==> src/sv/four_neighbour_mean_filter_top_assert.svh <==
// assertion macros shared by the filter modules
`ifndef FOUR_NEIGHBOUR_MEAN_FILTER_TOP_ASSERT_SVH
`define FOUR_NEIGHBOUR_MEAN_FILTER_TOP_ASSERT_SVH

// same-cycle implication on clk_i, off while rst_ni is low
`define FNMF_ASSERT_IMP(lbl, ante, cons, msg) \
  lbl: assert property (@(posedge clk_i) disable iff (!rst_ni) (ante) |-> (cons)) \
    else $error(msg);

// next-cycle implication on clk_i, off while rst_ni is low
`define FNMF_ASSERT_NXT(lbl, ante, cons, msg) \
  lbl: assert property (@(posedge clk_i) disable iff (!rst_ni) (ante) |=> (cons)) \
    else $error(msg);

`endif

==> src/sv/fnmf_pkg.sv <==
package fnmf_pkg;

  // default frame limits
  localparam int unsigned DEF_MAX_WIDTH  = 1024;
  localparam int unsigned DEF_MAX_HEIGHT = 1024;

  // field widths
  localparam int unsigned SAMPLE_W  = 16;
  localparam int unsigned MEAN_W    = 24;
  localparam int unsigned OUT_ROW_W = 10;
  localparam int unsigned OUT_COL_W = 10;
  localparam int unsigned S_TDATA_W = 16;
  localparam int unsigned M_TDATA_W = 48;

  // neighbour sums: up to four samples
  localparam int unsigned SUM_W   = SAMPLE_W + 2;
  localparam int unsigned Q8_SHIFT = 8;
  localparam int unsigned MAG_W   = SUM_W + Q8_SHIFT - 1;

  // rounded divide by three: round(256*a/3) = 85*a + floor((a+1)/3)
  localparam int unsigned RECIP3_W     = 16;
  localparam logic [RECIP3_W-1:0] RECIP3 = 16'd43691;
  localparam int unsigned RECIP3_SHIFT = 17;
  localparam int unsigned THIRD_OF_255 = 85;

  // configuration port
  localparam int unsigned CFG_W      = 11;
  localparam int unsigned APB_DATA_W = 32;
  localparam int unsigned PADDR_W    = 3;
  localparam int unsigned REG_IDX_W  = PADDR_W - 2;
  localparam logic [REG_IDX_W-1:0] REG_FRAME_WIDTH  = REG_IDX_W'(0);
  localparam logic [REG_IDX_W-1:0] REG_FRAME_HEIGHT = REG_IDX_W'(1);
  localparam logic [CFG_W-1:0]     DIM_MIN   = 11'd2;
  localparam logic [CFG_W-1:0]     DIM_RESET = 11'd2;

  // results one word can release, in output order
  localparam int unsigned RES_N      = 3;
  localparam int unsigned RES_UP     = 0;
  localparam int unsigned RES_LEFT   = 1;
  localparam int unsigned RES_CORNER = 2;

  typedef enum logic [1:0] {
    DIV2,
    DIV3,
    DIV4
  } div_e;

  // everything one accepted word releases
  typedef struct packed {
    logic [RES_N-1:0]            mask;
    logic signed [SUM_W-1:0]     sum_up;
    div_e                        div_up;
    logic signed [SUM_W-1:0]     sum_left;
    div_e                        div_left;
    logic signed [SUM_W-1:0]     sum_corner;
    logic [OUT_ROW_W-1:0]        row_up;
    logic [OUT_ROW_W-1:0]        row_cur;
    logic [OUT_COL_W-1:0]        col_cur;
    logic [OUT_COL_W-1:0]        col_left;
  } job_t;

endpackage

==> src/sv/fnmf_cfg.sv <==
module fnmf_cfg #(
  parameter int unsigned MAX_WIDTH  = fnmf_pkg::DEF_MAX_WIDTH,
  parameter int unsigned MAX_HEIGHT = fnmf_pkg::DEF_MAX_HEIGHT
) (
  input  logic                                clk_i,
  input  logic                                rst_ni,
  input  logic                                psel,
  input  logic                                penable,
  input  logic                                pwrite,
  input  logic [fnmf_pkg::PADDR_W-1:0]        paddr,
  input  logic [fnmf_pkg::APB_DATA_W-1:0]     pwdata,
  output logic [fnmf_pkg::APB_DATA_W-1:0]     prdata,
  output logic                                pready,
  output logic [$clog2(MAX_WIDTH)-1:0]        w_last_o,
  output logic [$clog2(MAX_WIDTH)-1:0]        ptr_last_o,
  output logic [$clog2(MAX_HEIGHT)-1:0]       h_last_o,
  output logic                                restart_o
);

  localparam int unsigned CW = $clog2(MAX_WIDTH);
  localparam int unsigned RW = $clog2(MAX_HEIGHT);

  logic [fnmf_pkg::REG_IDX_W-1:0] idx;
  logic [fnmf_pkg::CFG_W-1:0]     wval;
  logic                           wr;
  logic [fnmf_pkg::CFG_W-1:0]     width_q, width_d;
  logic [fnmf_pkg::CFG_W-1:0]     height_q, height_d;
  logic [CW-1:0]                  w_last_q, w_last_d;
  logic [CW-1:0]                  ptr_last_q, ptr_last_d;
  logic [RW-1:0]                  h_last_q, h_last_d;
  logic [CW-1:0]                  w_last_new;
  logic [RW-1:0]                  h_last_new;

  assign pready = 1'b1;
  assign idx    = paddr[fnmf_pkg::PADDR_W-1:2];
  assign wval   = pwdata[fnmf_pkg::CFG_W-1:0];
  assign wr     = psel && penable && pwrite;

  // clamp the written value into 2..max and keep it as last index
  always_comb begin
    if (wval < fnmf_pkg::DIM_MIN) begin
      w_last_new = CW'(1);
    end else if (32'(wval) > MAX_WIDTH) begin
      w_last_new = CW'(MAX_WIDTH - 1);
    end else begin
      w_last_new = CW'(wval - 1'b1);
    end
    if (wval < fnmf_pkg::DIM_MIN) begin
      h_last_new = RW'(1);
    end else if (32'(wval) > MAX_HEIGHT) begin
      h_last_new = RW'(MAX_HEIGHT - 1);
    end else begin
      h_last_new = RW'(wval - 1'b1);
    end
  end

  // register writes
  always_comb begin
    width_d    = width_q;
    height_d   = height_q;
    w_last_d   = w_last_q;
    ptr_last_d = ptr_last_q;
    h_last_d   = h_last_q;
    if (wr) begin
      case (idx)
        fnmf_pkg::REG_FRAME_WIDTH: begin
          width_d    = wval;
          w_last_d   = w_last_new;
          ptr_last_d = w_last_new - 1'b1;
        end
        fnmf_pkg::REG_FRAME_HEIGHT: begin
          height_d = wval;
          h_last_d = h_last_new;
        end
        default: begin
        end
      endcase
    end
  end

  always_ff @(posedge clk_i or negedge rst_ni) begin
    if (!rst_ni) begin
      width_q    <= fnmf_pkg::DIM_RESET;
      height_q   <= fnmf_pkg::DIM_RESET;
      w_last_q   <= CW'(1);
      ptr_last_q <= '0;
      h_last_q   <= RW'(1);
    end else begin
      width_q    <= width_d;
      height_q   <= height_d;
      w_last_q   <= w_last_d;
      ptr_last_q <= ptr_last_d;
      h_last_q   <= h_last_d;
    end
  end

  // read back the raw values
  always_comb begin
    case (idx)
      fnmf_pkg::REG_FRAME_WIDTH:  prdata = fnmf_pkg::APB_DATA_W'(width_q);
      fnmf_pkg::REG_FRAME_HEIGHT: prdata = fnmf_pkg::APB_DATA_W'(height_q);
      default:                    prdata = '0;
    endcase
  end

  assign w_last_o   = w_last_q;
  assign ptr_last_o = ptr_last_q;
  assign h_last_o   = h_last_q;
  assign restart_o  = wr;

endmodule

==> config.mk <==
export PLATFORM = sky130hd
export DESIGN_NAME = fnmf_cfg
export DESIGN_NICKNAME = d
export VERILOG_FILES = /design/src/sv/four_neighbour_mean_filter_top_assert.svh /design/src/sv/fnmf_pkg.sv /design/src/sv/fnmf_cfg.sv
export SDC_FILE = /design/constraint.sdc
export NUM_CORES = 1
export LEC_CHECK = 0
export ABC_AREA = 1
export BUFFER_PORTS_ARGS = -buffer_cell sky130_fd_sc_hd__buf_2
export CAP_MARGIN = 20
export CORE_MARGIN = 2
export CORE_UTILIZATION = 44
export CTS_BUF_LIST = sky130_fd_sc_hd__clkbuf_16
export DETAILED_ROUTE_END_ITERATION = 10
export PLACE_DENSITY = 0.76
export SYNTH_ARGS = -nofsm -noshare
export SYNTH_HDL_FRONTEND = slang
export SYNTH_SLANG_ARGS = --single-unit
==> constraint.sdc <==
create_clock -name clk_i -period 0.8 [get_ports clk_i]
set_input_delay 0.12 -clock clk_i [delete_from_list [all_inputs] [get_ports clk_i]]
set_output_delay 0.12 -clock clk_i [all_outputs]
set_load 0.005 [all_outputs]
# [Word-level counts from Yosys, hierarchy flattened]
# Index checks and enable logic that the tools add are counted.
[word_totals] output_inout_bits=64 wordCells=17 register_bits=52
[classes] addsub=2 n_reduce_logical=4 n_mux=3 magnitude_cmp=2 bitwise_logic=1
[op_table] operator="$pmux W32 S2" n=1
[op_table] operator="$mux W10" n=2
[op_table] operator="$sub A10 B1 Y10 const B" n=2
[op_table] operator="$gt A11 B11 Y1 const B" n=1
[op_table] operator="$lt A11 B2 Y1 const B" n=1
[op_table] operator="$reduce_and A2 Y1" n=2
[op_table] operator="$logic_and A1 B1 Y1" n=2
[op_table] operator="$not A1 Y1" n=1

# [Longest topological paths before layout]
[depth] depth_word=4 depth_mapped=15

# [Least setup slack after synthesis]
# Ideal clock, no wire load.
[synth_timing] path_type="input -> register" start="input pwdata[4] (netlist name)" end="register ptr_last_q[8] (netlist: ptr_last_o[8])" path_buffers=1 slack_ps=-698 arrival_ps=1377 path_stages=12 required_time_ps=679 cell_sequence="nor2_4 -> nand2_2 -> nor2_4 -> nand2_1 -> buf_6 -> nand2_1 -> ha_1 -> nand2_4 -> nor2_4 -> nand3_1 -> nand2_1 -> o21ai_1"
[synth_via] elab_chain_len=4
[synth_lines] element="from (decl)" line_no="fnmf_cfg.sv:11" rtl="input logic [fnmf_pkg::APB_DATA_W-1:0] pwdata,"
[synth_lines] element="$sub A10 B1 Y10 or $gt A11 B11 Y1 (tied branches)" line_no="fnmf_cfg.sv:46, fnmf_cfg.sv:43"
[synth_lines] element="$mux W10" line_no="fnmf_cfg.sv:43" rtl="end else if (32'(wval) > MAX_WIDTH) begin"
[synth_lines] element="$mux W10 (*)" line_no="fnmf_cfg.sv:41" rtl="if (wval < fnmf_pkg::DIM_MIN) begin"
[synth_lines] element="$sub A10 B1 Y10 (*)" line_no="fnmf_cfg.sv:69" rtl="ptr_last_d = w_last_new - 1'b1;"
[synth_lines] element="to (signal assigned)" line_no="fnmf_cfg.sv:92" rtl="ptr_last_q <= ptr_last_d;"
[synth_lines] element="to (decl)" line_no="fnmf_cfg.sv:29" rtl="logic [CW-1:0] ptr_last_q, ptr_last_d;"
# Mark *: on every way between the ends. The rest lies on a longest branch, timed or not.
# A chain may end at the register's enable or synchronous reset.

# [Final worst setup path]
[layout_timing] start="input pwdata[7] (netlist name)" end="register ptr_last_q[6] (netlist: ptr_last_o[6])"
[layout_via] elab_chain_len=4
[layout_lines] element="$gt A11 B11 Y1" line_no="fnmf_cfg.sv:43"
[layout_lines] element="$mux W10" line_no="fnmf_cfg.sv:43"
[layout_lines] element="$mux W10 (*)" line_no="fnmf_cfg.sv:41"
[layout_lines] element="$sub A10 B1 Y10 (*)" line_no="fnmf_cfg.sv:69"
# Marked as above.

==> results.toml <==
[global_routing]
grt_use_total = 0.237
grt_max_degree = 53
grt_pass1_vias = 2810
grt-ovfl-total = 0
grt_pass1_wl_um = 13300
antenna_found_initial = 0

[cts]
clockBufferDepth = 2
cts_buffers = 5
clockRootBuffer = "clkbuf_16"
clk_pin_slew_ns = 0.07
cts_tree = "done"
cts.sinks = 52
clock_latency_ns = 0.29
htreeDepth = 2

[pwr]
peakVddDrop_v = 0.00162
switching_share = 0.306
switching_power_uw = 2560
power_density_nw_per_um2 = 1810
pwr-share-comb = 0.340
leakage_uw = 0.00244
p_clk_frac = 0.244
intPower_uw = 5800
seq_power_share = 0.416

[layout]
final_cell_mix = "94 x nand2_1, 83 x buf_4, 48 x dfrtp_1, 47 x buf_2, 27 x o21ai_1"
syn_to_final_growth_pct = 66.6
drive_gt1_frac = 0.529
layout_commonest_cell = "nand2_1"
antenna_cells = 0
nFillCells = 349
fin_area_um2 = 4620
fin_nets = 557
fin_cells = 591

[place]
dp_hpwl_um = 4950
place_congestion = 0.923
dpl-instance-area_um2 = 3590
placement.io_buffers = 58
dp.cells = 533

[detailed_routing]
drc = 0
drt_first_pass_iters = 5
drt_iter0_markers = 228
vias = 3119
routedWlPerCell_um = 17.4
routed_via_density = 5.28
drt-total-wl_um = 10300
ant_nets = 0

[worst_setup_path]
cp-end-kind = "flop"
crit_fanout = 8
startpoint = "pwdata[7]"
r2r_slack_ns = -0.19
required_ns = 0.98
worstSetupPathType = "in2reg"
r2r-start = "ptr_last_o[4]"
reg2regPathDepth = 5
cp-start-kind = "input port"
cp.arrival_ns = 1.57

[status]
status = "complete, but fails checks"
violations = "negative setup slack"

[synthesis]
yosys_warnings = 0
synth_seq_cells = 52
synth.distinct_cells = 30
synthCells = 355
synth_area_um2 = 2770
ys_seq_area_frac = 0.471
syn_avg_cell_area_um2 = 7.81

[sta]
grt_setup_unrepaired = "true"
fin_ws_ns = -0.591
max_freq_mhz = 719
hold_viol = 0
finalSetupViolations = 77
slew_violations = 0
layout_min_cycle_time_ns = 1.39
post-route-period-util = 1.74
finClkSkew_ns = 0

[run]
max_cap_viol_count = 0

[hold_path]
holdCritPathClass = "in2reg"
hp-start = "pwdata[9]"
whs_path_depth = 3

[floorplanning]
initial_core_util = 0.463
io_pins = 104
die_y_um = 83.4
core_area_um2 = 5990
die_area_um2 = 6950
rows = 28
fp.dieW_um = 83.4
registers in the layout, summed over array words and instances, names as in the netlist:
signal      flops
width_q        11
h_last_o       10
ptr_last_o     10
height_q       11
w_last_o       10
power by group through the flow:
| stage | Sequential [µW] | Combinational [µW] | Clock (µW) |
|---|---|---|---|
| floorplan | 3490 | 946 | 0 |
| global placement | 3480 | 1760 | 0 |
| detailed placement | 3500 | 1800 | 0 |
| CTS | 3440 | 2300 | 2040 |
| global route | 3530 | 3090 | 2190 |
| finish | 3480 | 2840 | 2040 |
Yosys cell counts (all sizes together):
library cell / n / area share
a21oi: 2 / 0.0036
and2: 1 / 0.0032
clkbuf: 10 / 0.014
inv: 32 / 0.043
buf: 24 / 0.065
conb: 2 / 0.0027
o21a: 1 / 0.0027
o21bai: 1 / 0.0027
nand2: 135 / 0.21
or2: 1 / 0.0023
nand4: 3 / 0.0068
o21ai: 42 / 0.077
nand3: 14 / 0.025
o221ai: 1 / 0.0032
clkinv: 1 / 0.0014
nor2: 28 / 0.052
dfstp: 4 / 0.038
a31oi: 2 / 0.0045
o22ai: 1 / 0.0023
dfrtp: 48 / 0.43
ha: 2 / 0.0090
final timing paths:
kind	end
setup / recovery	ptr_last_o[6]
hold / removal	width_q[9]
setup reg to reg	ptr_last_o[4]
hold reg to reg	h_last_o[9]
max in group asynchronous	h_last_o[0]
min in group asynchronous	w_last_o[8]
critical path: stages:
cell	delay, ns
buf_2	0.13
nor2_4	0.14
nand2_2	0.09
nor2_4	0.11
nand2_2	0.10
nand2_8	0.15
buf_4	0.13
nand2_2	0.06
nand2_4	0.09
nand2_4	0.07
nor2_4	0.13
nand2_1	0.07
o21ai_1	0.08
nand2_1	0.07
stage by stage:
stage | worst slack [ns] | utilization | power (µW) | hold slack [ns] | TNS (ns)
2_1_floorplan | -0.554 | - | 4440 | -0.176 | -8.46
3_3_place_gp | -0.761 | 0.600 | 5240 | 0.130 | -23.94
3_5_place_dp | -0.832 | 0.600 | 5300 | 0.135 | -25.07
4_1_cts | -0.452 | 0.693 | 7770 | 0.117 | -14.38
5_1_grt | -0.671 | 0.771 | 8810 | 0.142 | -21.06
6_report | -0.591 | 0.771 | 8360 | 0.130 | -17.97
per-layer routing:
| layer | routed length (µm) | track usage | share of wire | vias to the layer above |
|---|---|---|---|---|
| li1 | - | - | - | 1390 |
| met1 | 3910 | 0.299 | 0.38 | 1468 |
| met2 | 4900 | 0.397 | 0.48 | 206 |
| met3 | 816 | 0.0497 | 0.079 | 55 |
| met4 | 639 | 0.0954 | 0.062 | 0 |
| met5 | 0 | 0 | 0 | - |
logic make-up (layout without fill, tap and decap cells):
family | Yosys count | in the layout | synth area share
adder cells (fa/ha/maj) | 2 | 2 | 0.00903
flip-flops | 52 | 52 | 0.471
AO/OA/AOI/OAI | 50 | 50 | 0.0962
AND/OR/NAND/NOR | 182 | 182 | 0.297
buffers and inverters | 67 | 208 | 0.124
other | 2 | 22 | 0.00271
timing repair:
action,4_1_cts,5_1_grt
setup buffers,29,19
cloned,0,3
hold buffers,1,0
setup endpoints to repair,72,83
pin swaps,37,31
gates resized for setup,54,89
endpoints found under the hold margin,48,0
layout make-up:
cell class,count,area [µm²],area share
multi-input cells,256,1580,0.342
clock buffers,5,125,0.0271
well taps,75,93.8,0.0203
inverters,33,154,0.0333
flip-flops and latches,52,1310,0.283
repair buffers,167,1350,0.292
clock inverters,3,11.3,0.00244
No activity file was read; power rests on OpenSTA's default activity.
